File: src/hdl/dph_pkg.sv
// Shared types, register map and constants for the straight-drive PID controller.
package dph_pkg;

    localparam int AddrWidth = 5;
    localparam int DataWidth = 32;

    typedef enum logic [2:0] {
        REG_GAIN_P        = 3'd0,
        REG_GAIN_I        = 3'd1,
        REG_GAIN_D        = 3'd2,
        REG_GAIN_HEADING  = 3'd3,
        REG_MAX_POWER     = 3'd4,
        REG_INTEGRAL_ZONE = 3'd5,
        REG_TUNE_LIMIT    = 3'd6,
        REG_NONE          = 3'd7
    } reg_index_t;

    localparam logic [15:0] GAIN_P_RESET        = 16'd3277;
    localparam logic [15:0] GAIN_I_RESET        = 16'd41;
    localparam logic [15:0] GAIN_D_RESET        = 16'd1434;
    localparam logic [15:0] GAIN_HEADING_RESET  = 16'd12288;
    localparam logic [9:0]  MAX_POWER_RESET     = 10'd500;
    localparam logic [15:0] INTEGRAL_ZONE_RESET = 16'd100;
    localparam logic [9:0]  TUNE_LIMIT_RESET    = 10'd100;

    localparam int          FullTurn     = 36000;
    localparam int          HalfTurn     = 18000;
    localparam logic [38:0] INTEGRAL_MAX = {39{1'b1}};
    // ceil(2^22 / 25): exact quotient by 25 for dividends below 2^17
    localparam logic [17:0] RECIP_25     = 18'd167773;
    localparam logic [55:0] ROUND_BIAS   = 56'd8191;

    typedef struct packed {
        logic [15:0] gain_p;
        logic [15:0] gain_i;
        logic [15:0] gain_d;
        logic [15:0] gain_heading;
        logic [9:0]  max_power;
        logic [15:0] integral_zone;
        logic [9:0]  tune_limit;
    } cfg_t;

    typedef struct packed {
        logic               zero;
        logic               done;
        logic               dir;
        logic [16:0]        err;
        logic signed [17:0] deriv;
        logic [38:0]        integ;
        logic signed [15:0] wrap;
    } trk_t;

endpackage

File: src/hdl/dph_regs.sv
// APB configuration registers for gains and limits.
module dph_regs
    import dph_pkg::*;
(
    input  logic                 clk,
    input  logic                 rst_n,
    input  logic                 psel,
    input  logic                 penable,
    input  logic                 pwrite,
    input  logic [AddrWidth-1:0] paddr,
    input  logic [DataWidth-1:0] pwdata,
    output logic [DataWidth-1:0] prdata,
    output logic                 pready,
    output cfg_t                 cfg
);

    cfg_t       cfg_reg;
    cfg_t       cfg_next;
    reg_index_t idx;
    logic       wr_en;

    assign pready = 1'b1;
    assign idx    = reg_index_t'(paddr[AddrWidth-1:2]);
    assign wr_en  = psel && penable && pwrite && pready;
    assign cfg    = cfg_reg;

    always_comb
    begin
        cfg_next = cfg_reg;
        if (wr_en)
        begin
            case (idx)
                REG_GAIN_P:        cfg_next.gain_p        = pwdata[15:0];
                REG_GAIN_I:        cfg_next.gain_i        = pwdata[15:0];
                REG_GAIN_D:        cfg_next.gain_d        = pwdata[15:0];
                REG_GAIN_HEADING:  cfg_next.gain_heading  = pwdata[15:0];
                REG_MAX_POWER:     cfg_next.max_power     = pwdata[9:0];
                REG_INTEGRAL_ZONE: cfg_next.integral_zone = pwdata[15:0];
                REG_TUNE_LIMIT:    cfg_next.tune_limit    = pwdata[9:0];
                default:           cfg_next = cfg_reg;
            endcase
        end
    end

    always_comb
    begin
        case (idx)
            REG_GAIN_P:        prdata = {16'd0, cfg_reg.gain_p};
            REG_GAIN_I:        prdata = {16'd0, cfg_reg.gain_i};
            REG_GAIN_D:        prdata = {16'd0, cfg_reg.gain_d};
            REG_GAIN_HEADING:  prdata = {16'd0, cfg_reg.gain_heading};
            REG_MAX_POWER:     prdata = {22'd0, cfg_reg.max_power};
            REG_INTEGRAL_ZONE: prdata = {16'd0, cfg_reg.integral_zone};
            REG_TUNE_LIMIT:    prdata = {22'd0, cfg_reg.tune_limit};
            default:           prdata = '0;
        endcase
    end

    always_ff @(posedge clk or negedge rst_n)
    begin
        if (!rst_n)
        begin
            cfg_reg.gain_p        <= GAIN_P_RESET;
            cfg_reg.gain_i        <= GAIN_I_RESET;
            cfg_reg.gain_d        <= GAIN_D_RESET;
            cfg_reg.gain_heading  <= GAIN_HEADING_RESET;
            cfg_reg.max_power     <= MAX_POWER_RESET;
            cfg_reg.integral_zone <= INTEGRAL_ZONE_RESET;
            cfg_reg.tune_limit    <= TUNE_LIMIT_RESET;
        end
        else
        begin
            cfg_reg <= cfg_next;
        end
    end

endmodule

File: config.mk
export PLATFORM = sky130hd
export DESIGN_NAME = dph_regs
export DESIGN_NICKNAME = d
export VERILOG_FILES = /design/src/hdl/dph_pkg.sv /design/src/hdl/dph_regs.sv
export SDC_FILE = /design/constraint.sdc
export NUM_CORES = 1
export LEC_CHECK = 0
export BUFFER_PORTS_ARGS = -buffer_cell sky130_fd_sc_hd__clkbuf_2
export CAP_MARGIN = 20
export CORE_UTILIZATION = 28
export CTS_CLUSTER_SIZE = 24
export DETAILED_ROUTE_END_ITERATION = 10
export PLACE_DENSITY = 0.52
export SLEW_MARGIN = 20
export SYNTH_ARGS = -nofsm -noshare
export SYNTH_HDL_FRONTEND = slang
export SYNTH_SLANG_ARGS = --single-unit
File: constraint.sdc
create_clock -name clk -period 2.19 [get_ports clk]
set_input_delay 0.219 -clock clk [delete_from_list [all_inputs] [get_ports clk]]
set_output_delay 0.219 -clock clk [all_outputs]
set_load 0.02 [all_outputs]
==> flow_metrics.py <==
metrics = {
    "clock_tree": {
        "holdBufCountCts": 1,
        "clock_latency_ps": 350,
        "cts_setup_buffers": 0,
        "clock_sinks": 100,
        "clk_pin_slew_ps": 70,
        "cts_buffer_depth": 2,
        "cts_tree": "built",
        "cts.root.buffer_cell": "clkbuf_16",
        "htree_levels": 3,
        "cts_resized": 0,
        "numCtsBuffers": 9,
    },
    "sta": {
        "skew_ps": 0,
        "slew_headroom": 0.6317,
        "final_max_slew_viol_count": 0,
        "finalHoldViolCount": 0,
        "worst_pin_slew_ps": 550.5,
        "min_period_ps": 1904,
        "tns_ps": 0,
        "setup_viol": 0,
        "fmax_mhz": 525.2,
        "fin_hold_ws_ps": 166.5,
        "rsz0062_at_grt": "false",
        "worst_slack_ps": 286.0,
        "period_share": 0.8694,
    },
    "die": {
        "die_h_um": 134.4,
        "die_w_um": 134.4,
        "die_area_mm2": 0.01806,
        "ios": 175,
        "core_mm2": 0.01724,
        "start_util": 0.2848,
        "rows": 48,
    },
    "yosys": {
        "synth-xor-area-share": 0,
        "synth_edf_count": 0,
        "synth_compound_gate_area_share": 0.05226,
        "netlist_area_mm2": 0.004908,
        "synth_top_area_frac": 0.3569,
        "yosys.area_share.adder": 0,
        "netlist_instances": 364,
        "yosys-top-cells-area": "dfrtp_1, mux2_2, dfstp_2",
        "synth_top_family_by_area": "multiplexers",
        "synth_seq_cells": 100,
        "synthMuxAreaShare": 0.3153,
        "synth_area_leader_cell": "dfrtp_1",
        "async_reset_ff_frac": 1.000,
        "synth.avg_cell_area_um2": 13.48,
        "ys_seq_area_frac": 0.5175,
        "synthSimpleGateAreaFrac": 0.06169,
        "synth_cell_type_count": 30,
        "synth_flop_cell": "dfrtp_1",
        "yosysWarnings": 0,
    },
    "setup_path": {
        "crit_required_ps": 1970,
        "startpoint_type": "flip-flop",
        "end_kind": "output port",
        "critical_path_class": "flip-flop to output port",
        "rrSetupSlack_ps": 1390,
        "cp_max_fo": 3,
        "worstPathArrival_ps": 1690,
        "reg2reg_depth": 1,
    },
    "finish": {
        "area_delta_synth_final_pct": 27.28,
        "seqCellArea_mm2": 0.002540,
        "drive_gt1_frac": 0.6296,
        "multiInputGateArea_mm2": 0.002171,
        "insertedDiodeCount": 0,
        "largest_reg_flops": 100,
        "fin_cells": 746,
        "post-route-util": 0.3624,
        "final_nets": 558,
        "fill_cells": 1689,
    },
    "hold_path": {
        "whs_path_depth": 2,
        "hp-class": "input pin to flip-flop",
    },
    "placement": {
        "dp_hpwl_um": 9883,
        "portBuffers": 139,
        "pre_cts_slack_ps": 350.0,
        "gp_congestion": 0.7558,
        "dp.cells": 729,
    },
    "route": {
        "drtIter0Drc": 71,
        "ant_nets": 0,
        "vias_per_cell": 4.646,
        "dr_total_vias": 3466,
        "wl_per_cell_um": 18.28,
        "first_pass_iters": 4,
        "wirelength_um": 13640,
        "drc": 0,
    },
    "global_route": {
        "globalRouteOverflowTotal": 0,
        "grt_antenna_before_repair": 0,
        "grt_pass1_wl_um": 21080,
        "grt_max_degree": 56,
        "grt_pass1_vias": 3509,
        "track_usage": 0.1581,
    },
    "job": {
        "drv_cap": 0,
    },
    "pwr": {
        "p_per_area_mw_per_mm2": 968.1,
        "irDropWorstVdd_v": 0.0003795,
        "p_leak_uw": 0.003027,
    },
    "status": {
        "status": "completed",
    },
}
-- logic make-up after synthesis --
logic type             count (synthesis)
and+or+nand+nor                       44
buffers and inverters                 38
muxes                                142
AOI/OAI and AO/OA                     38
other                                  2
DFF                                  100
-- placed cells by master, fill, tap and decap left out, types with 2 or more instances in the layout --
cell,count
clkbuf_2,138
mux2_2,101
dfrtp_1,70
mux2i_1,41
dfstp_2,30
buf_4,22
conb_1,17
o21ai_0,12
nand2_1,10
or2_2,9
a22o_1,9
a31oi_1,9
clkbuf_16,9
nand3_1,7
o21a_1,7
nor2b_1,4
nor2_2,3
buf_12,3
nor2_4,2
bufinv_16,2
clkbuf_8,2
-- per-layer routing --
layer	vias to the layer above	track usage	share of wire
met5	-	0	0
met4	0	0.05993	0.016
met3	16	0.03061	0.045
met2	113	0.2533	0.48
met1	1748	0.2108	0.46
li1	1589	-	-
-- cell type report --
cell class	count	area share
timing repair buffer	164	0.1482
clock inverter	4	0.01162
sequential	100	0.4066
clock buffer	12	0.04106
tap	225	0.04506
multi-input combinational	241	0.3475
-- worst max-delay path: stages, from the launching register on --
cell and delay [ps]:
dfstp_2 540, mux2i_1 90, or2_2 290, a31oi_1 210, clkbuf_2 200
-- through the flow --
| step | instance area, um^2 | power, uW |
|---|---|---|
| CTS | 6247 | 6142 |
| global placement | 5908 | 4320 |
| finish | 6247 | 6048 |
| global route | 6247 | 6366 |
| detailed placement | 5908 | 4361 |
| floorplan | 4965 | 3699 |
-- final timing paths --
check / from / endpoint
worst max-delay path: cfg[68]$_DFFE_PN1P_ / prdata[0]
worst min-delay path: pwdata[12] / cfg[96]$_DFFE_PN0P_
worst max register to register: cfg[27]$_DFFE_PN0P_ / cfg[27]$_DFFE_PN0P_
worst min register to register: cfg[99]$_DFFE_PN0P_ / cfg[99]$_DFFE_PN0P_
max in group asynchronous: rst_n / cfg[53]$_DFFE_PN1P_
min in group asynchronous: rst_n / cfg[29]$_DFFE_PN0P_
-- power breakdown --
group | switching (uW) | internal, uW
clock network | 687 | 1060
logic | 1020 | 702
registers | 284 | 2290
total | 1990 | 4060
-- synth_stat cells, drive strengths merged (4+ instances only) --
library cell and instances:
nand3 7, nor2b 4, nor2 6, dfstp 30, a22o 9, nand2 11, o21ai 12, mux2i 41
mux2 101, buf 35, a31oi 9, o21a 7, or2 9, dfrtp 70
(Power assumes the default switching activity.)
