`config.mk`:
```
export PLATFORM = sky130hd
export DESIGN_NAME = dph_math_flat
export DESIGN_NICKNAME = d
export VERILOG_FILES = /design/src/hdl/dph_pkg.sv /design/src/hdl/dph_if.sv /design/src/hdl/dph_math.sv /design/src/flat_wrapper.sv
export SDC_FILE = /design/constraint.sdc
export NUM_CORES = 2
export LEC_CHECK = 0
export ABC_AREA = 1
export BUFFER_PORTS_ARGS = -buffer_cell sky130_fd_sc_hd__buf_4
export CORE_UTILIZATION = 38
export CTS_BUF_LIST = sky130_fd_sc_hd__clkbuf_8
export DETAILED_ROUTE_END_ITERATION = 6
export GPL_ROUTABILITY_DRIVEN = 0
export PLACE_DENSITY = 0.55
export SYNTH_ARGS = -nofsm -noshare
export SYNTH_HDL_FRONTEND = slang
export SYNTH_SLANG_ARGS = --single-unit
```
`constraint.sdc`:
```
create_clock -name clk -period 8.2 [get_ports clk]
set_clock_uncertainty 0.1 [all_clocks]
set_input_delay 0.82 -clock clk [delete_from_list [all_inputs] [get_ports clk]]
set_output_delay 0.82 -clock clk [all_outputs]
set_load 0.03 [all_outputs]
```
`src/hdl/dph_pkg.sv`:
```
// Shared types, register map and constants for the straight-drive PID controller.
package dph_pkg;

    localparam int AddrWidth = 5;
    localparam int DataWidth = 32;

    typedef enum logic [2:0] {
        REG_GAIN_P        = 3'd0,
        REG_GAIN_I        = 3'd1,
        REG_GAIN_D        = 3'd2,
        REG_GAIN_HEADING  = 3'd3,
        REG_MAX_POWER     = 3'd4,
        REG_INTEGRAL_ZONE = 3'd5,
        REG_TUNE_LIMIT    = 3'd6,
        REG_NONE          = 3'd7
    } reg_index_t;

    localparam logic [15:0] GAIN_P_RESET        = 16'd3277;
    localparam logic [15:0] GAIN_I_RESET        = 16'd41;
    localparam logic [15:0] GAIN_D_RESET        = 16'd1434;
    localparam logic [15:0] GAIN_HEADING_RESET  = 16'd12288;
    localparam logic [9:0]  MAX_POWER_RESET     = 10'd500;
    localparam logic [15:0] INTEGRAL_ZONE_RESET = 16'd100;
    localparam logic [9:0]  TUNE_LIMIT_RESET    = 10'd100;

    localparam int          FullTurn     = 36000;
    localparam int          HalfTurn     = 18000;
    localparam logic [38:0] INTEGRAL_MAX = {39{1'b1}};
    // ceil(2^22 / 25): exact quotient by 25 for dividends below 2^17
    localparam logic [17:0] RECIP_25     = 18'd167773;
    localparam logic [55:0] ROUND_BIAS   = 56'd8191;

    typedef struct packed {
        logic [15:0] gain_p;
        logic [15:0] gain_i;
        logic [15:0] gain_d;
        logic [15:0] gain_heading;
        logic [9:0]  max_power;
        logic [15:0] integral_zone;
        logic [9:0]  tune_limit;
    } cfg_t;

    typedef struct packed {
        logic               zero;
        logic               done;
        logic               dir;
        logic [16:0]        err;
        logic signed [17:0] deriv;
        logic [38:0]        integ;
        logic signed [15:0] wrap;
    } trk_t;

endpackage

```
`src/hdl/dph_if.sv`:
```


interface dph_out_if;
    logic               valid;
    logic               ready;
    logic signed [11:0] left_velocity;
    logic signed [11:0] right_velocity;
    logic               done_res;

    modport source (output valid, left_velocity, right_velocity, done_res, input ready);
    modport sink   (input valid, left_velocity, right_velocity, done_res, output ready);
endinterface

```
`src/hdl/dph_math.sv`:
```
// PID and heading-correction arithmetic pipeline with saturation and result register.
module dph_math
    import dph_pkg::*;
(
    input  logic       clk,
    input  logic       rst_n,
    input  cfg_t       cfg,
    input  logic       trk_valid,
    output logic       trk_ready,
    input  trk_t       trk,
    dph_out_if.source  drive
);

    // products
    logic               v2_reg;
    logic               zero2_reg, done2_reg, dir2_reg;
    logic [32:0]        pe_reg;
    logic signed [34:0] pd_reg;
    logic [35:0]        pil_reg;
    logic [34:0]        pih_reg;
    logic signed [32:0] ph_reg;

    // sums
    logic               v3_reg;
    logic               zero3_reg, done3_reg, dir3_reg;
    logic signed [56:0] acc_reg, acc_next;
    logic               tneg_reg;
    logic [11:0]        tq_reg, tq_next;

    // result
    logic               v4_reg;
    logic signed [11:0] lv_reg, lv_next;
    logic signed [11:0] rv_reg, rv_next;
    logic               done4_reg;

    logic               ld2, ld3, ld4;
    logic [31:0]        h_mag;
    logic [34:0]        tq_prod;
    logic signed [56:0] acc_bias;
    logic signed [43:0] pw, pw_dir;
    logic signed [43:0] mp;
    logic signed [10:0] power;
    logic signed [12:0] ts;
    logic signed [12:0] tl;
    logic signed [10:0] tune;

    assign ld4         = !v4_reg || drive.ready;
    assign ld3         = !v3_reg || ld4;
    assign ld2         = !v2_reg || ld3;
    assign trk_ready   = ld2;
    assign drive.valid          = v4_reg;
    assign drive.left_velocity  = lv_reg;
    assign drive.right_velocity = rv_reg;
    assign drive.done_res       = done4_reg;

    always_comb
    begin
        acc_next = $signed({24'd0, pe_reg}) + $signed({{22{pd_reg[34]}}, pd_reg})
                 + $signed({21'd0, pil_reg}) + $signed({2'd0, pih_reg, 20'd0});
        h_mag    = ph_reg[32] ? 32'(-ph_reg) : 32'(ph_reg);
        tq_prod  = 35'(h_mag[30:14]) * 35'(RECIP_25);
        tq_next  = tq_prod[33:22];
    end

    always_comb
    begin
        acc_bias = acc_reg + (acc_reg[56] ? $signed({1'b0, ROUND_BIAS}) : 57'sd0);
        pw       = 44'(acc_bias >>> 13);
        pw_dir   = dir3_reg ? -pw : pw;
        mp       = $signed({34'd0, cfg.max_power});
        if (pw_dir > mp)
        begin
            power = 11'(mp);
        end
        else if (pw_dir < -mp)
        begin
            power = 11'(-mp);
        end
        else
        begin
            power = 11'(pw_dir);
        end
        ts = tneg_reg ? -$signed({1'b0, tq_reg}) : $signed({1'b0, tq_reg});
        tl = $signed({3'd0, cfg.tune_limit});
        if (ts > tl)
        begin
            tune = 11'(tl);
        end
        else if (ts < -tl)
        begin
            tune = 11'(-tl);
        end
        else
        begin
            tune = 11'(ts);
        end
        lv_next = zero3_reg ? 12'sd0 : 12'(12'(power) + 12'(tune));
        rv_next = zero3_reg ? 12'sd0 : 12'(12'(power) - 12'(tune));
    end

    always_ff @(posedge clk or negedge rst_n)
    begin
        if (!rst_n)
        begin
            v2_reg <= 1'b0;
            v3_reg <= 1'b0;
            v4_reg <= 1'b0;
        end
        else
        begin
            if (ld2)
            begin
                v2_reg <= trk_valid;
            end
            if (ld3)
            begin
                v3_reg <= v2_reg;
            end
            if (ld4)
            begin
                v4_reg <= v3_reg;
            end
        end
    end

    always_ff @(posedge clk)
    begin
        if (ld2 && trk_valid)
        begin
            zero2_reg <= trk.zero;
            done2_reg <= trk.done;
            dir2_reg  <= trk.dir;
            pe_reg    <= 33'(cfg.gain_p) * 33'(trk.err);
            pd_reg    <= 35'($signed({1'b0, cfg.gain_d})) * 35'(trk.deriv);
            pil_reg   <= 36'(cfg.gain_i) * 36'(trk.integ[19:0]);
            pih_reg   <= 35'(cfg.gain_i) * 35'(trk.integ[38:20]);
            ph_reg    <= 33'($signed({1'b0, cfg.gain_heading})) * 33'(trk.wrap);
        end
        if (ld3 && v2_reg)
        begin
            zero3_reg <= zero2_reg;
            done3_reg <= done2_reg;
            dir3_reg  <= dir2_reg;
            acc_reg   <= acc_next;
            tneg_reg  <= ph_reg[32];
            tq_reg    <= tq_next;
        end
        if (ld4 && v3_reg)
        begin
            lv_reg    <= lv_next;
            rv_reg    <= rv_next;
            done4_reg <= done3_reg;
        end
    end

endmodule
```
`src/flat_wrapper.sv`:
```
// flat-port wrapper written by rule: the top's interface ports become plain ports
module dph_math_flat import dph_pkg::*;
  (clk, rst_n, cfg, trk_valid, trk_ready, trk, drive_valid, drive_left_velocity, drive_right_velocity, drive_done_res, drive_ready);
  dph_out_if drive_i ();
  input  logic clk;
  input  logic rst_n;
  input  cfg_t cfg;
  input  logic trk_valid;
  output logic trk_ready;
  input  trk_t trk;
  output wire logic [$bits(drive_i.valid)-1:0] drive_valid;
  output wire logic [$bits(drive_i.left_velocity)-1:0] drive_left_velocity;
  output wire logic [$bits(drive_i.right_velocity)-1:0] drive_right_velocity;
  output wire logic [$bits(drive_i.done_res)-1:0] drive_done_res;
  input wire logic [$bits(drive_i.ready)-1:0] drive_ready;
  assign drive_valid = drive_i.valid;
  assign drive_left_velocity = drive_i.left_velocity;
  assign drive_right_velocity = drive_i.right_velocity;
  assign drive_done_res = drive_i.done_res;
  assign drive_i.ready = drive_ready;
  dph_math u_core (.clk(clk), .rst_n(rst_n), .cfg(cfg), .trk_valid(trk_valid), .trk_ready(trk_ready), .trk(trk), .drive(drive_i));
endmodule
```
==> summary.log <==
INFO  placement      detailed_place_hpwl=167000um
INFO  logic_synthesis synth_cell_types=64
INFO  grt            grt_antenna_before_repair=6
INFO  detailed_routing wire_per_inst=16.6um
INFO  grt            vias_in_the_first_global_route=62600
INFO  grt            leftover_overflow_at_the_end_of_global_routing=0
INFO  cells_and_area layout-drive-gt1-share=4.86%
INFO  worst_setup_path worst-endpoint-arrival=8040ps
INFO  logic_synthesis asyncSetResetFlopFracSynth=1.09%
INFO  floorplan      number_of_placed_i_o_pins=224
INFO  worst_setup_path timing.setup.critical_path_class=reg -> reg
INFO  sta            final_period_minus_worst_setup_slack=7730ps
INFO  sta            post-route-period-util=94.2%
INFO  worst_setup_path endpoint_kind=flop
INFO  logic_synthesis synth.top_cells.by_area=sky130_fd_sc_hd__fa_1, sky130_fd_sc_hd__ha_1, sky130_fd_sc_hd__inv_1
INFO  logic_synthesis netlist_top_cells_count=sky130_fd_sc_hd__inv_1, sky130_fd_sc_hd__nand2_1, sky130_fd_sc_hd__fa_1
INFO  grt            grt_pass1_wl=331000um
INFO  logic_synthesis synth_enable_flop_cells=271
INFO  sta            finalSetupViolations=0
INFO  floorplan      start_util=38.3%
INFO  cells_and_area layout.core_utilization=40.8%
INFO  grt            grt.total_usage=20.2%
INFO  detailed_routing drt_first_iter_violations=3508
INFO  grt            grt_start_max_net_pins=142
INFO  logic_synthesis synth-seq-area-share=10.7%
INFO  detailed_routing detail_route.first_pass.iterations=7
INFO  worst_setup_path cp.required=8510ps
INFO  floorplan      floorplan.rows=164
INFO  detailed_routing detail_route.drc_violations=30
INFO  logic_synthesis syn-mean-instance-area=7.99um^2
INFO  cts            ctsLongestPathBuffers=3
INFO  floorplan      total_die_area=204000um^2
INFO  run            max-cap-violations=0
INFO  cts            htreeDepth=2
INFO  logic_synthesis dominantRegCellSynth=sky130_fd_sc_hd__edfxtp_1
INFO  worst_setup_path timing.critical_path.fanout_max=3
INFO  placement      placed_instance_area=80500um^2
INFO  floorplan      die_y=451um
INFO  cells_and_area flow.area_growth_from_synthesis=6.49%
INFO  detailed_routing num_vias=59500
INFO  cells_and_area fin_cells=12300
INFO  detailed_routing viasPerCell=4.85
INFO  logic_synthesis syn-num-nets=12000
INFO  cells_and_area largest_reg_flops=57
INFO  worst_setup_path critical_path.slowest_cell=sky130_fd_sc_hd__fa_1
INFO  worst_setup_path cp_common_cell=sky130_fd_sc_hd__fa_1
INFO  cts            cts_root_cell=sky130_fd_sc_hd__clkbuf_8
INFO  sta            postLayoutSetupSlackWorst=473ps
INFO  logic_synthesis synth_most_common_cell=sky130_fd_sc_hd__inv_1
INFO  detailed_routing routed_wl=203000um
INFO  cells_and_area finalInstanceArea=81700um^2
INFO  sta            timing_max_transition_violations_final=0
INFO  logic_synthesis post_synthesis_cell_type_with_the_largest_combined_area=sky130_fd_sc_hd__fa_1
INFO  sta            worst-slew-pin-transition=1020ps
INFO  cells_and_area layout.nets=12000
INFO  floorplan      floorplan.core_area=200000um^2
INFO  logic_synthesis postSynthRegisterBits=274
INFO  cts            clock_sinks=274
INFO  logic_synthesis synthesis.instances=9602
INFO  cts            cts_inserted_buffers=50
INFO  worst_setup_path max_stage_delay=600ps
INFO  worst_hold_path worstHoldPathType=in -> reg
INFO  placement      portBuffers=207
INFO  cts            tritoncts=yes
INFO  logic_synthesis synthesis.area=76700um^2
INFO  floorplan      floorplan.die.width=451um
INFO  run_status     run_status=finished, violations left
INFO  cts            cts.reportedPaths.clkPinSlew=60ps
INFO  logic_synthesis synth_top_area_share=34.2%
INFO  worst_setup_path crit_path_start_kind=flop
INFO  cts            worst_skew_pair.late_latency=680ps
INFO  sta            finalHoldViolCount=0
INFO  logic_synthesis ys.warnings.count=0
INFO  run_status     violations=DRC
INFO  placement      dp.cells=12100
INFO  sta            maxSlewHeadroom=31.6%
INFO  detailed_routing drtAntennaViolNets=0
INFO  sta            fmax=0.129GHz
INFO  placement      placement.setup.worst_slack=275ps
## critical path, delay by kind of cell (launching register included)
family | cells | cell delay, ps
xor+xnor | 2 | 440
fa+ha+maj | 7 | 3390
flops | 1 | 350
buf+inv | 5 | 520
simple gates | 15 | 1850
compound gates | 3 | 800
## final timing paths
path                                             from                              end  slack [ps]  cells after the start
min                                           trk[91]       u_core.done2_reg$_DFFE_PP_         240                      1
max in group asynchronous                       rst_n   u_core.drive.valid$_DFFE_PN0P_        7510                      2
max reg2reg                u_core.ph_reg[8]$_DFFE_PP_       u_core.tq_reg[9]$_DFFE_PP_         470                     32
min in group asynchronous                       rst_n        u_core.v2_reg$_DFFE_PN0N_         400                      2
min reg2reg                u_core.done3_reg$_DFFE_PP_  u_core.drive.done_res$_DFFE_PP_         320                      0
max                        u_core.ph_reg[8]$_DFFE_PP_       u_core.tq_reg[9]$_DFFE_PP_         470                     32
## area by class of cell
cell class                 count  area [um^2]
clock buffer                  50          688
clock inverter                43          432
multi-input combinational   6377        57400
fill                       20300       118000
tap                         2656         3320
timing repair buffer         245         1870
inverter                    2601         9770
antenna                        6         15.0
sequential                   274         8210
## metal layers
metal / part of all wire, % / global-route usage (%)
met1: 45 / 27.9
met3: 5.1 / 2.18
met5: 0.0064 / 0
met4: 2.0 / 4.00
met2: 47 / 34.1
## cell families (layout without fill, tap and decap cells)
group	count (synthesis)	count (layout)	synth area share, %
AND/OR/NAND/NOR	3045	3045	16.1
flip-flops	274	274	10.7
buffers and inverters	2951	2939	14.5
other	0	6	0
AO/OA/AOI/OAI	789	789	5.91
XOR/XNOR	321	321	3.67
adder cells (fa/ha/maj)	2222	2222	49.1
## cell usage in the layout (no fill, tap or decap), types with 9 or more instances in the layout
cell type                  count
sky130_fd_sc_hd__a211oi_1     11
sky130_fd_sc_hd__a21boi_0     20
sky130_fd_sc_hd__a21o_1       27
sky130_fd_sc_hd__a21oi_1     381
sky130_fd_sc_hd__a31oi_1      56
sky130_fd_sc_hd__buf_4       242
sky130_fd_sc_hd__clkbuf_8     50
sky130_fd_sc_hd__clkinv_1     12
sky130_fd_sc_hd__edfxtp_1    271
sky130_fd_sc_hd__fa_1       1311
sky130_fd_sc_hd__ha_1        911
sky130_fd_sc_hd__inv_1      2595
sky130_fd_sc_hd__inv_2        16
sky130_fd_sc_hd__nand2_1    2306
sky130_fd_sc_hd__nand2_2      43
sky130_fd_sc_hd__nand3_1     184
sky130_fd_sc_hd__nand3b_1     21
sky130_fd_sc_hd__nand4_1      51
sky130_fd_sc_hd__nor2_1      311
sky130_fd_sc_hd__nor2_2       28
sky130_fd_sc_hd__nor2_4        9
sky130_fd_sc_hd__nor3_1       42
sky130_fd_sc_hd__o211ai_1     16
sky130_fd_sc_hd__o21a_1       24
sky130_fd_sc_hd__o21ai_0     166
sky130_fd_sc_hd__o21ai_2      12
sky130_fd_sc_hd__o21bai_1     12
sky130_fd_sc_hd__o31ai_1      23
sky130_fd_sc_hd__or2_2        18
sky130_fd_sc_hd__xnor2_1     111
sky130_fd_sc_hd__xor2_1      209
## metrics by stage
step | hold WS [ps] | TNS [ps]
2_1_floorplan | 300 | 0
3_3_place_gp | 304 | 0
4_1_cts | 177 | 0
3_5_place_dp | 307 | 0
5_1_grt | 190 | -297
6_report | 244 | 0
## timing repair
| action | CTS | global route |
|---|---|---|
| hold buffers | 1 | 0 |
| endpoints found under the setup margin | 0 | 11 |
| hold endpoints to repair | 3 | 0 |
| buffers inserted | 0 | 3 |
| resized for setup | 0 | 5 |
Power is not shown: default switching activity piles up to over one toggle a cycle in this logic, so the estimate is an artifact.
